--- src/hw/rtl/wspd_pkg.sv ---
// Shared types, constants and register codes of the pixel waveform driver.
package wspd_pkg;

	// Item kinds carried in tuser of the input stream.
	localparam logic OP_LOAD = 1'b0;
	localparam logic OP_TICK = 1'b1;

	// Configuration register indexes (byte address divided by four).
	localparam logic [1:0] REG_BRIGHTNESS = 2'd0;
	localparam logic [1:0] REG_BIT_PERIOD = 2'd1;
	localparam logic [1:0] REG_ZERO_HIGH  = 2'd2;
	localparam logic [1:0] REG_ONE_HIGH   = 2'd3;

	// Register reset values.
	localparam logic [7:0]  RST_BRIGHTNESS = 8'd255;
	localparam logic [15:0] RST_BIT_PERIOD = 16'd666;
	localparam logic [15:0] RST_ZERO_HIGH  = 16'd214;
	localparam logic [15:0] RST_ONE_HIGH   = 16'd444;

	// Geometry.
	localparam int MAX_PIXELS_DEF = 64;
	localparam int PIX_BITS       = 24;
	localparam int APB_ADDR_W     = 4;
	localparam int APB_DATA_W     = 32;

	// Register file contents handed to the sequencer.
	typedef struct packed {
		logic [7:0]  brightness;
		logic [15:0] bit_period;
		logic [15:0] zero_high;
		logic [15:0] one_high;
	} cfg_t;

	// One result item.
	typedef struct packed {
		logic pin_level;
		logic busy_res;
		logic frame_done;
		logic load_rejected;
	} res_t;

	// Sequencer state: idle, reading the next pixel word, or sending it.
	typedef enum logic [1:0] {
		ST_IDLE,
		ST_FETCH,
		ST_SEND
	} st_t;

endpackage

--- src/hw/rtl/wspd_ram.sv ---
// Generic single-port-write, single-port-read RAM with a registered read.
module wspd_ram #(
	parameter int WIDTH = 24,
	parameter int DEPTH = 64
) (
	input  logic                                      clk,
	input  logic                                      wr_en,
	input  logic [(DEPTH > 1 ? $clog2(DEPTH) : 1)-1:0] wr_addr,
	input  logic [WIDTH-1:0]                          wr_data,
	input  logic [(DEPTH > 1 ? $clog2(DEPTH) : 1)-1:0] rd_addr,
	output logic [WIDTH-1:0]                          rd_data
);

	logic [WIDTH-1:0] mem_q [DEPTH];

	// Write port and registered read port.
	always_ff @(posedge clk) begin
		if (wr_en) begin
			mem_q[wr_addr] <= wr_data;
		end
		rd_data <= mem_q[rd_addr];
	end

endmodule

--- src/hw/rtl/wspd_apb_regs.sv ---
// APB configuration registers: brightness and bit cell timing.
module wspd_apb_regs (
	input  logic                                clk,
	input  logic                                arst_n,
	input  logic                                psel,
	input  logic                                penable,
	input  logic                                pwrite,
	input  logic [wspd_pkg::APB_ADDR_W-1:0]     paddr,
	input  logic [wspd_pkg::APB_DATA_W-1:0]     pwdata,
	output logic [wspd_pkg::APB_DATA_W-1:0]     prdata,
	output logic                                pready,
	output wspd_pkg::cfg_t                      cfg
);

	wspd_pkg::cfg_t cfg_q;
	logic           wr_en;
	logic [1:0]     reg_idx;

	assign pready  = 1'b1;
	assign wr_en   = psel && penable && pwrite;
	assign reg_idx = paddr[3:2];
	assign cfg     = cfg_q;

	// Register writes on the access cycle of a write transfer.
	always_ff @(posedge clk or negedge arst_n) begin
		if (!arst_n) begin
			cfg_q.brightness <= wspd_pkg::RST_BRIGHTNESS;
			cfg_q.bit_period <= wspd_pkg::RST_BIT_PERIOD;
			cfg_q.zero_high  <= wspd_pkg::RST_ZERO_HIGH;
			cfg_q.one_high   <= wspd_pkg::RST_ONE_HIGH;
		end else if (wr_en) begin
			case (reg_idx)
				wspd_pkg::REG_BRIGHTNESS: cfg_q.brightness <= pwdata[7:0];
				wspd_pkg::REG_BIT_PERIOD: cfg_q.bit_period <= pwdata[15:0];
				wspd_pkg::REG_ZERO_HIGH:  cfg_q.zero_high  <= pwdata[15:0];
				wspd_pkg::REG_ONE_HIGH:   cfg_q.one_high   <= pwdata[15:0];
				default: ;
			endcase
		end
	end

	// Read-back multiplexer.
	always_comb begin
		case (reg_idx)
			wspd_pkg::REG_BRIGHTNESS: prdata = 32'(cfg_q.brightness);
			wspd_pkg::REG_BIT_PERIOD: prdata = 32'(cfg_q.bit_period);
			wspd_pkg::REG_ZERO_HIGH:  prdata = 32'(cfg_q.zero_high);
			wspd_pkg::REG_ONE_HIGH:   prdata = 32'(cfg_q.one_high);
			default:                  prdata = '0;
		endcase
	end

endmodule

--- src/hw/rtl/wspd_seq.sv ---
// Frame sequencer: stores scaled pixels and walks them out as timed bit cells.
module wspd_seq #(
	parameter int MAX_PIXELS = wspd_pkg::MAX_PIXELS_DEF
) (
	input  logic                                            clk,
	input  logic                                            arst_n,
	input  logic                                            take,
	input  logic                                            op,
	input  logic [7:0]                                      red,
	input  logic [7:0]                                      green,
	input  logic [7:0]                                      blue,
	input  logic                                            last_pixel,
	input  wspd_pkg::cfg_t                                  cfg,
	input  logic [wspd_pkg::PIX_BITS-1:0]                   ram_rd_data,
	output logic                                            ram_wr_en,
	output logic [(MAX_PIXELS > 1 ? $clog2(MAX_PIXELS) : 1)-1:0] ram_wr_addr,
	output logic [wspd_pkg::PIX_BITS-1:0]                   ram_wr_data,
	output logic [(MAX_PIXELS > 1 ? $clog2(MAX_PIXELS) : 1)-1:0] ram_rd_addr,
	output logic                                            stall,
	output wspd_pkg::res_t                                  res
);

	localparam int IDX_W = (MAX_PIXELS > 1) ? $clog2(MAX_PIXELS) : 1;
	localparam int CNT_W = $clog2(MAX_PIXELS + 1);
	localparam int CMP_W = CNT_W + 1;
	localparam logic [4:0] BIT_LAST = 5'(wspd_pkg::PIX_BITS - 1);

	wspd_pkg::st_t     state_q, state_d;
	logic [CNT_W-1:0]  stored_count_q, stored_count_d;
	logic [IDX_W-1:0]  read_index_q, read_index_d;
	logic [4:0]        bit_index_q, bit_index_d;
	logic [15:0]       cell_ticks_q, cell_ticks_d;

	logic              is_load;
	logic              is_tick;
	logic              full;
	logic              cur_bit;
	logic [15:0]       high_ticks;
	logic [16:0]       cell_next;
	logic [16:0]       period;
	logic              cell_end;
	logic              bit_last;
	logic              pix_last;

	// Colour gain: product of byte and brightness, top byte kept.
	function automatic logic [7:0] scale(input logic [7:0] c, input logic [7:0] g);
		logic [15:0] p;
		p = 16'(c) * 16'(g);
		return p[15:8];
	endfunction

	// Cell timing for the current bit of the pixel word read from the store.
	assign is_load    = take && (op == wspd_pkg::OP_LOAD);
	assign is_tick    = take && (op == wspd_pkg::OP_TICK);
	assign full       = stored_count_q >= CNT_W'(MAX_PIXELS);
	assign cur_bit    = ram_rd_data[BIT_LAST - bit_index_q];
	assign high_ticks = cur_bit ? cfg.one_high : cfg.zero_high;
	assign cell_next  = {1'b0, cell_ticks_q} + 17'd1;
	assign period     = (cfg.bit_period == 16'd0) ? 17'd1 : {1'b0, cfg.bit_period};
	assign cell_end   = cell_next >= period;
	assign bit_last   = bit_index_q == BIT_LAST;
	assign pix_last   = (CMP_W'(read_index_q) + CMP_W'(1)) >= CMP_W'(stored_count_q);

	// Next state of the sequencer and its counters.
	always_comb begin
		state_d        = state_q;
		stored_count_d = stored_count_q;
		read_index_d   = read_index_q;
		bit_index_d    = bit_index_q;
		cell_ticks_d   = cell_ticks_q;
		case (state_q)
			wspd_pkg::ST_IDLE: begin
				if (is_load) begin
					if (!full) begin
						stored_count_d = stored_count_q + CNT_W'(1);
					end
					if (last_pixel) begin
						state_d      = wspd_pkg::ST_FETCH;
						read_index_d = '0;
						bit_index_d  = '0;
						cell_ticks_d = '0;
					end
				end
			end
			wspd_pkg::ST_FETCH: begin
				state_d = wspd_pkg::ST_SEND;
			end
			wspd_pkg::ST_SEND: begin
				if (is_tick) begin
					if (cell_end) begin
						cell_ticks_d = '0;
						if (bit_last) begin
							bit_index_d = '0;
							if (pix_last) begin
								state_d        = wspd_pkg::ST_IDLE;
								stored_count_d = '0;
								read_index_d   = '0;
							end else begin
								state_d      = wspd_pkg::ST_FETCH;
								read_index_d = read_index_q + IDX_W'(1);
							end
						end else begin
							bit_index_d = bit_index_q + 5'd1;
						end
					end else begin
						cell_ticks_d = cell_next[15:0];
					end
				end
			end
			default: begin
				state_d = wspd_pkg::ST_IDLE;
			end
		endcase
	end

	// Store access and result of the item taken in this cycle.
	always_comb begin
		ram_wr_en   = is_load && (state_q == wspd_pkg::ST_IDLE) && !full;
		ram_wr_addr = stored_count_q[IDX_W-1:0];
		ram_wr_data = {scale(green, cfg.brightness), scale(red, cfg.brightness),
			scale(blue, cfg.brightness)};
		ram_rd_addr = read_index_q;
		stall       = state_q == wspd_pkg::ST_FETCH;
		res         = '0;
		case (state_q)
			wspd_pkg::ST_IDLE: begin
				if (is_load) begin
					res.busy_res      = last_pixel;
					res.load_rejected = full;
				end
			end
			wspd_pkg::ST_SEND: begin
				if (is_load) begin
					res.busy_res      = 1'b1;
					res.load_rejected = 1'b1;
				end else begin
					res.pin_level  = {1'b0, cell_ticks_q} < {1'b0, high_ticks};
					res.busy_res   = 1'b1;
					res.frame_done = cell_end && bit_last && pix_last;
				end
			end
			default: ;
		endcase
	end

	// Sequencer registers.
	always_ff @(posedge clk or negedge arst_n) begin
		if (!arst_n) begin
			state_q        <= wspd_pkg::ST_IDLE;
			stored_count_q <= '0;
			read_index_q   <= '0;
			bit_index_q    <= '0;
			cell_ticks_q   <= '0;
		end else begin
			state_q        <= state_d;
			stored_count_q <= stored_count_d;
			read_index_q   <= read_index_d;
			bit_index_q    <= bit_index_d;
			cell_ticks_q   <= cell_ticks_d;
		end
	end

	// Nothing is taken while the store read for the next pixel is under way.
	assert property (@(posedge clk) disable iff (!arst_n)
		(state_q == wspd_pkg::ST_FETCH) |-> !take)
		else $error("item taken during pixel fetch");

	// The store is only written between frames.
	assert property (@(posedge clk) disable iff (!arst_n)
		ram_wr_en |-> (state_q == wspd_pkg::ST_IDLE))
		else $error("pixel store written while sending");

	// While a frame is out, the read pointer stays inside the stored frame.
	assert property (@(posedge clk) disable iff (!arst_n)
		(state_q != wspd_pkg::ST_IDLE) |-> (CMP_W'(read_index_q) < CMP_W'(stored_count_q)))
		else $error("read pointer beyond stored frame");

	// The end of a frame empties the store and returns to idle.
	assert property (@(posedge clk) disable iff (!arst_n)
		(take && res.frame_done) |=> ((state_q == wspd_pkg::ST_IDLE) && (stored_count_q == '0)))
		else $error("frame end did not reset the sequencer");

endmodule

--- src/hw/rtl/ws2812_pixel_waveform_driver_unit.sv ---
// Top level of the serial pixel waveform driver with its output register.
//
// Use: the input stream carries either a pixel load (tuser low, colours in
// tdata, tlast marking the final pixel of a frame) or one clock tick of the
// waveform (tuser high). Every accepted item yields exactly one result on
// the output stream: pin level, busy and rejection flags in tdata, with
// tlast raised on the tick that ends the last bit of the frame.
// A result is presented in the cycle after its input transfer, and one item
// is accepted per cycle unless the receiver stalls or a pixel word is read.
// At the start of each pixel of a frame the input is held off while the
// pixel word is read from the store (the single read port of the pixel RAM).
// Each pixel is sent as 24 bit cells.
// The output register lets a new item in while the previous result is taken
// in the same cycle; when the receiver stalls, the input is stalled too and
// no result is lost. The APB port configures brightness and cell timing and
// is to be written between frames only; the block itself does not enforce it.
// Reset sets the registers to their defaults, empties the frame store and
// leaves the line idle; no clearing pass over the pixel RAM is needed.
module ws2812_pixel_waveform_driver_unit #(
	parameter int MAX_PIXELS = wspd_pkg::MAX_PIXELS_DEF
) (
	input  logic                            clk,
	input  logic                            arst_n,
	// Input stream.
	input  logic                            s_tvalid,
	output logic                            s_tready,
	input  logic [23:0]                     s_tdata,  // red[7:0], green[15:8], blue[23:16]
	input  logic                            s_tlast,  // last_pixel
	input  logic                            s_tuser,  // op
	// Result stream.
	output logic                            m_tvalid,
	input  logic                            m_tready,
	output logic [7:0]                      m_tdata,  // pin_level, busy_res, load_rejected, zeros
	output logic                            m_tlast,  // frame_done
	// Configuration port.
	input  logic                            psel,
	input  logic                            penable,
	input  logic                            pwrite,
	input  logic [wspd_pkg::APB_ADDR_W-1:0] paddr,
	input  logic [wspd_pkg::APB_DATA_W-1:0] pwdata,
	output logic [wspd_pkg::APB_DATA_W-1:0] prdata,
	output logic                            pready
);

	localparam int IDX_W = (MAX_PIXELS > 1) ? $clog2(MAX_PIXELS) : 1;

	wspd_pkg::cfg_t               cfg;
	wspd_pkg::res_t               res;
	wspd_pkg::res_t               res_q;
	logic                         out_valid_q;
	logic                         take;
	logic                         stall;
	logic                         ram_wr_en;
	logic [IDX_W-1:0]             ram_wr_addr;
	logic [wspd_pkg::PIX_BITS-1:0] ram_wr_data;
	logic [IDX_W-1:0]             ram_rd_addr;
	logic [wspd_pkg::PIX_BITS-1:0] ram_rd_data;

	// Input handshake: room in the output register and no pixel fetch.
	assign s_tready = (!out_valid_q || m_tready) && !stall;
	assign take     = s_tvalid && s_tready;

	wspd_apb_regs u_regs (
		.clk     (clk),
		.arst_n  (arst_n),
		.psel    (psel),
		.penable (penable),
		.pwrite  (pwrite),
		.paddr   (paddr),
		.pwdata  (pwdata),
		.prdata  (prdata),
		.pready  (pready),
		.cfg     (cfg)
	);

	wspd_seq #(
		.MAX_PIXELS (MAX_PIXELS)
	) u_seq (
		.clk         (clk),
		.arst_n      (arst_n),
		.take        (take),
		.op          (s_tuser),
		.red         (s_tdata[7:0]),
		.green       (s_tdata[15:8]),
		.blue        (s_tdata[23:16]),
		.last_pixel  (s_tlast),
		.cfg         (cfg),
		.ram_rd_data (ram_rd_data),
		.ram_wr_en   (ram_wr_en),
		.ram_wr_addr (ram_wr_addr),
		.ram_wr_data (ram_wr_data),
		.ram_rd_addr (ram_rd_addr),
		.stall       (stall),
		.res         (res)
	);

	wspd_ram #(
		.WIDTH (wspd_pkg::PIX_BITS),
		.DEPTH (MAX_PIXELS)
	) u_store (
		.clk     (clk),
		.wr_en   (ram_wr_en),
		.wr_addr (ram_wr_addr),
		.wr_data (ram_wr_data),
		.rd_addr (ram_rd_addr),
		.rd_data (ram_rd_data)
	);

	// Output register: filled on an input transfer, emptied on an output transfer.
	always_ff @(posedge clk or negedge arst_n) begin
		if (!arst_n) begin
			out_valid_q <= 1'b0;
		end else if (take) begin
			out_valid_q <= 1'b1;
		end else if (m_tready) begin
			out_valid_q <= 1'b0;
		end
	end

	always_ff @(posedge clk) begin
		if (take) begin
			res_q <= res;
		end
	end

	assign m_tvalid = out_valid_q;
	assign m_tdata  = {5'd0, res_q.load_rejected, res_q.busy_res, res_q.pin_level};
	assign m_tlast  = res_q.frame_done;

endmodule
--- config.mk ---
export PLATFORM = sky130hd
export DESIGN_NAME = ws2812_pixel_waveform_driver_unit
export DESIGN_NICKNAME = d
export VERILOG_FILES = /design/src/hw/rtl/wspd_pkg.sv /design/src/hw/rtl/wspd_ram.sv /design/src/hw/rtl/wspd_apb_regs.sv /design/src/hw/rtl/wspd_seq.sv /design/src/hw/rtl/ws2812_pixel_waveform_driver_unit.sv
export SDC_FILE = /design/constraint.sdc
export NUM_CORES = 2
export LEC_CHECK = 0
export CORE_MARGIN = 10
export CORE_UTILIZATION = 30
export CTS_CLUSTER_SIZE = 24
export DETAILED_ROUTE_END_ITERATION = 6
export DONT_BUFFER_PORTS = 1
export PLACE_DENSITY = 0.55
export SETUP_SLACK_MARGIN = 0.4
export SLEW_MARGIN = 10
export SYNTH_ARGS = -nofsm -noshare
export SYNTH_HDL_FRONTEND = slang
export SYNTH_SLANG_ARGS = --single-unit
--- constraint.sdc ---
create_clock -name clk -period 18.7 [get_ports clk]
set_input_delay 1.87 -clock clk [delete_from_list [all_inputs] [get_ports clk]]
set_output_delay 1.87 -clock clk [all_outputs]
set_load 0.05 [all_outputs]
### Word level (Yosys, flattened, before mapping)

Memory sizes are Yosys's and may differ from the RTL's. A register that Yosys moved wholly into a read port is not among the register bits.
Cells that the tools add are included.

| word-level totals | value |
|---|---|
| memory bits (writable) | 1,536 |
| register bits after elaboration | 97 |
| output and inout bits | 44 |
| input bits | 69 |
| memories kept | 1 |
| logic and storage cells | 119 |

Memories:

| memory | words | width | rd ports | clocked after memory_dff | wr ports | RTL line | source |
|---|---|---|---|---|---|---|---|
| u_store.mem_q | 64 | 24 | 1 | 1 | 1 | wspd_ram.sv:14 | `logic [WIDTH-1:0] mem_q [DEPTH];` |

| operators by class | value |
|---|---|
| reduce and logical (&&, ||, !) cells | 29 |
| multiply operators | 3 |
| bitwise gates (word level) | 2 |
| muxes and demuxes | 46 |
| add/subtract/negate cells | 6 |
| equality and inequality tests | 13 |
| magnitude comparators | 5 |

Operators by type and width:

| operator | number |
|---|---|
| 32-bit one-hot mux with 4 select lines | 1 |
| 16-bit two-way mux | 6 |
| 8-bit by 8-bit multiplier with 16-bit output | 3 |
| 7-bit two-way mux | 6 |
| 6-bit two-way mux | 6 |
| 16-bit one-hot mux with 2 select lines | 1 |
| 5-bit two-way mux | 5 |
| 16-bit by 1-bit adder with 17-bit output (second input constant) | 1 |
| 17-bit >= comparator | 1 |
| 16-bit zero test | 1 |
| 16-bit less-than comparator | 1 |
| 7-bit one-hot mux with 2 select lines | 1 |
| 6-bit one-hot mux with 2 select lines | 1 |
| 1-bit logical AND | 10 |
| 2-bit two-way mux | 5 |
| 2-bit by 1-bit != test with 1-bit output (second input constant) | 5 |
| 5-bit one-hot mux with 2 select lines | 1 |
| 5-bit AND reduction | 2 |
| 1-bit two-way mux | 9 |
| 8-bit by 7-bit >= comparator with 1-bit output | 1 |
| 2-bit AND reduction | 4 |
| 6-bit by 1-bit adder with 7-bit output (second input constant) | 1 |
| 7-bit by 1-bit adder with 7-bit output (second input constant) | 1 |
| 7-bit >= comparator (second input constant) | 1 |
| other kinds (20) | 30 |

### Logic depth before layout (Yosys ltp)

| depth | value |
|---|---|
| word-level depth | 9 |
| gate-level depth with buffers | 18 |
| gate-level depth less buffers | 17 |

### Hierarchy

From an unflattened synthesis, not the netlist that was laid out.

| second synthesis, totals | value |
|---|---|
| cell total of the unflattened synthesis | 3,846 |
| area, all modules | 71,441.0 um^2 |

Modules (own cells, without submodules):

| module | seq. area each (um^2) | times used | area each (um^2) | cells an instance |
|---|---|---|---|---|
| wspd_ram | 46,604.7 | 1 | 59,295.6 | 2,610 |
| wspd_seq | 900.9 | 1 | 9,192.6 | 1,050 |
| wspd_apb_regs | 1,431.4 | 1 | 2,732.6 | 170 |
| ws2812_pixel_waveform_driver_unit | 145.1 | 1 | 220.2 | 16 |

### Least setup slack after synthesis

Ideal clock, no wire load.

| path | value |
|---|---|
| kind | in2reg |
| start | in s_tdata[5] |
| end | mem u_store.mem_q[0][15] (data pin) |
| stages on the path | 16 |
| buffers on the path | 0 |
| required time | 18.133 ns |
| setup slack | 10.786 ns |
| arrival time | 7.347 ns |
| cells stage by stage | nand2_1 -> fa_1 -> fa_1 -> inv_1 -> fa_1 -> inv_1 -> fa_1 -> inv_1 -> ha_1 -> a2111oi_0 -> o21a_1 -> o31ai_1 -> o41a_1 -> a21oi_1 -> o21bai_1 -> xnor2_1 |

| between the ends | value |
|---|---|
| longest elaborated chain between the ends | 1 |

Ends and longest elaborated chain:

| element | RTL line | source |
|---|---|---|
| start, declared | ws2812_pixel_waveform_driver_unit.sv:27 | `input logic [23:0] s_tdata,` |
| 8-bit by 8-bit multiplier with 16-bit output | wspd_seq.sv:48 | `p = 16'(c) * 16'(g);` |
| named net ram_wr_data, one bit | ws2812_pixel_waveform_driver_unit.sv:55 | `logic [wspd_pkg::PIX_BITS-1:0] ram_wr_data;` |
| end, declared | wspd_ram.sv:14 |  |

The timed path passes the listed nets, and every way through them passes these cells.

### Final worst setup path

| path | value |
|---|---|
| start | in s_tdata[5] |
| end | mem u_store.mem_q[56][15] (data pin) |

The elaborated chain is that of the path after synthesis.

==> impl.org <==
** STA
- Setup total negative slack on the finished layout was measured at 0 ns.
- Final critical-path required period :: 6.37 ns
- At the pin with the least slew margin, the transition time is 1.19 ns.
- Final worst clock skew :: 0.0264 ns
- The tightest hold path in the finished design has a slack of 0.517 ns.
- Of the available clock period, the critical path in the final layout requires 0.340.
- Achievable Freq :: 157 MHz
- Final count of hold timing violations :: 0
- Final number of setup-violating endpoints :: 0
- Setup repair after global routing left no endpoint under its margin.
- Measured against its own limit, the worst slew margin works out to 0.205.
- Final slew viol count :: 0

** Global route
- Entering global routing, the biggest net connects 150 pins.
- Total global routing overflow :: 0
- The number of antenna violations at the first check in global routing was 6.
- In the global route stage, overall resource usage came out at 0.133.
- Global-route wire length before repair :: 252,000 um
- Via count of the first global-routing pass :: 35,071

** Die
- Chip Height :: 505 um
- For this design the top-level I/O count stands at 113.
- Placeable core region :: 233,000 um^2
- Area of the die :: 255,000 um^2
- Die width :: 505 um
- Initial Util :: 0.303
- The floorplan has 177 rows.

** Power
- Part of the power in registers :: 0.482
- Comb pwr share :: 0.285
- Cell internal power was estimated by the tool at 9220 uW.
- Fraction of power spent switching nets :: 0.340
- Dividing total power by cell area gives a power density of 174 nW/um^2.
- Across the VDD grid, the largest voltage drop is 0.352 mV.
- For this design the total switching power over the nets is 4760 uW.
- Of the total power, the clock network draws 0.233.
- Leakage power :: 0.0257 uW

** Placed design
- Number of buffer cells added on primary ports :: 0
- Final RePlAce weighted congestion :: 0.785
- Estimated wirelength of the detail-placed design :: 94,700 um
- Total placed instance area :: 75,000 um^2

** Clocking
- Post-CTS repair changed the size of 0 cells.
- CTS tree :: yes
- The clock passes through at most 3 buffers.
- After clock tree synthesis, the flow added hold-fix buffers numbering 0.
- Total setup buffers inserted after CTS :: 0
- Clock root cell :: clkbuf_16
- Number of levels the H-tree was split into :: 4
- Clock insertion delay at the later pin of the skew report :: 0.80 ns
- Clock-pin transition on the worst setup and hold timing paths :: 0.06 ns
- Buffers inserted during clock tree synthesis total 169.
- Number of clock sinks :: 1,657

** Job
- Max-cap violations in this run came to 0.

** Detailed routing
- The routed layout has 33,331 vias.
- The detail route stage leaves a number of antenna-violating nets equal to 0.
- Dividing the detail-routed wire length by the instance count gives 25.3 um.
- For this block, the routed nets add up to 173,000 um of wire.
- For this block, the initial DRC count from the detailed router was 3,306.
- Avg Vias per Cell :: 4.87
- For this run, design rule violations remaining after detail routing come to 0.
- The first detailed-routing pass ran for 5 iterations.

** Layout
- Share of cells above drive strength 1 :: 0.257
- Signed area change from the synthesized netlist to the final layout :: 13.8%
- Count of nets after finishing :: 3,878
- The finished cells cover 80,300 um^2.
- Layout filler cell count :: 21,673

** Worst setup path
- Worst EP required :: 19.19 ns
- Worst setup EP type :: flop
- The worst register-to-register path has a depth of 17.
- Reg-to-Reg End :: u_store.mem_q[56][15]
- The startpoint identified for the worst register-to-register timing path is u_regs.cfg[51].
- Maximum fanout along the worst path :: 64
- CP arrival :: 6.85 ns
- Register-to-register setup slack :: 12.39 ns
- Critical Path Start Type :: input pin
- The most critical setup path has its endpoint at u_store.mem_q[56][15].
- The most critical setup path has its startpoint at s_tdata[5].
- The setup path with the least slack is of type input pin to flop.

** Logic synthesis
- For this run, the leading register cell type out of synthesis is edfxtp_1.
- The share of the Yosys chip area taken by registers is 0.696.
- Counting flops and latches in the post-synthesis netlist gives 1,657.
- Share of synthesized flip-flops with an asynchronous set or reset :: 0.0561
- Unique masters post-synth :: 60
- Post-synth design cell area :: 70,600 um^2
- Number of synthesized flops with an enable pin :: 1,540
- Each instance of the synthesized netlist takes up on average 20.2 um^2.
- During synthesis, Yosys emitted a total of 0 warnings.
- Number of instances in the synthesized netlist :: 3,489

** Min path
- Class of the most critical hold timing path :: flop to flop

** Status
- Result of the run :: finished clean
-- logic make-up (layout without fill, tap and decap cells) --
logic type | Yosys count | after routing | synth area share
XOR/XNOR | 42 | 42 | 0.00521
buffers and inverters | 329 | 517 | 0.0199
AND/OR/NAND/NOR | 472 | 472 | 0.0342
flip-flops | 1657 | 1657 | 0.696
other | 2 | 31 | 0.000106
multiplexers | 592 | 592 | 0.176
adder cells (fa/ha/maj) | 248 | 248 | 0.0552
AO/OA/AOI/OAI | 147 | 147 | 0.0136
-- critical path: stages --
cell and delay [ns]:
nand2_1 0.06, fa_1 0.52, fa_1 0.56, inv_1 0.05
fa_1 0.47, inv_1 0.05, fa_1 0.47, inv_1 0.04
ha_1 0.18, a2111oi_0 0.41, o21a_1 0.24, o31ai_1 0.19
o41a_1 0.44, a21oi_1 0.30, o21bai_1 0.14, xnor2_2 0.17
buf_4 0.59
-- cell usage after synthesis, drive strengths merged, types with 16 or more instances --
| cell | count | area (um^2) |
|---|---|---|
| dfrtp | 69 | 1730 |
| mux2i | 24 | 240 |
| and2 | 160 | 1000 |
| ha | 143 | 1790 |
| a21oi | 26 | 130 |
| buf | 87 | 498 |
| mux2 | 54 | 608 |
| dfstp | 24 | 631 |
| edfxtp | 1540 | 46200 |
| inv | 151 | 567 |
| o21ai | 51 | 255 |
| dfxtp | 24 | 480 |
| nand3 | 37 | 185 |
| fa | 105 | 2100 |
| clkbuf | 90 | 338 |
| nor3 | 17 | 85.1 |
| nand2 | 92 | 345 |
| xor2 | 16 | 140 |
| mux4 | 514 | 11600 |
| nor2 | 107 | 402 |
| a22o | 17 | 149 |
| xnor2 | 26 | 228 |
-- layout by cell type, fill, tap and decap left out, types with 35 or more instances in the layout --
| cell | instances |
|---|---|
| nand2_1 | 92 |
| mux4_2 | 514 |
| o21ai_1 | 37 |
| clkbuf_1 | 45 |
| edfxtp_1 | 1540 |
| nor2_1 | 41 |
| nor2_4 | 66 |
| and2_1 | 160 |
| inv_1 | 149 |
| clkinv_1 | 35 |
| ha_1 | 143 |
| fa_1 | 105 |
| clkbuf_16 | 171 |
| dfrtp_1 | 64 |
| buf_4 | 54 |
| nand3_1 | 37 |
-- metal layers --
layer	vias to the layer above	GRT usage	routed length, um
met1	18050	0.175	72100
met5	-	0	0
met4	0	0.0370	4350
li1	14175	-	-
met3	222	0.0241	9580
met2	884	0.226	86700
-- worst min-delay path by stage --
stage / endpoint / cells after the start / start / slack, ns
floorplan: u_regs.cfg[16] / 1 / u_regs.cfg[16] / 0.47
global placement: u_regs.cfg[31] / 1 / u_regs.cfg[31] / 0.49
detailed placement: u_regs.cfg[16] / 1 / u_regs.cfg[16] / 0.50
CTS: u_regs.cfg[16] / 1 / u_regs.cfg[16] / 0.51
global route: u_regs.cfg[6] / 1 / u_regs.cfg[6] / 0.54
finish: u_regs.cfg[31] / 1 / u_regs.cfg[31] / 0.52
-- per-stage QoR --
stage                     total power, uW   util  std cells  setup WS, ns
final                               14000  0.344       6838         12.33
after global routing                14700  0.344       6829         12.01
after CTS                           14200  0.344       6829         12.33
after detailed placement            10900  0.321       6522         11.54
after global placement              10700  0.321       6522         11.55
after floorplan                      8910      -       3509         10.79
-- cell type report --
| type | count | area (um^2) | share of cell area |
|---|---|---|---|
| antenna | 9 | 22.5 | 0.000280 |
| clock buffer | 218 | 4480 | 0.0557 |
| clock inverter | 89 | 836 | 0.0104 |
| inverter | 152 | 571 | 0.00710 |
| multi-input combinational | 1523 | 20900 | 0.260 |
| sequential | 1657 | 49100 | 0.611 |
| tap | 3132 | 3920 | 0.0488 |
| timing repair buffer | 58 | 485 | 0.00605 |
-- power groups by stage --
stage          Sequential [uW]  Combinational (uW)  Clock, uW
2_1_floorplan             6930                1980          0
3_3_place_gp              6800                3860          0
3_5_place_dp              6810                4080          0
4_1_cts                   6740                4090       3330
5_1_grt                   6750                4430       3480
6_report                  6730                3990       3260
-- flip-flops by register name, indices dropped and copies added (netlist names) --
signal                cells
m_tdata                   3
u_seq.bit_index_q         5
u_regs.cfg               56
u_seq.stored_count_q      7
u_store.mem_q          1536
m_tlast                   1
u_seq.state_q             2
m_tvalid                  1
u_seq.cell_ticks_q       16
u_store.rd_data          24
u_seq.ram_rd_addr         6
No activity file was read; power rests on OpenSTA's default activity.
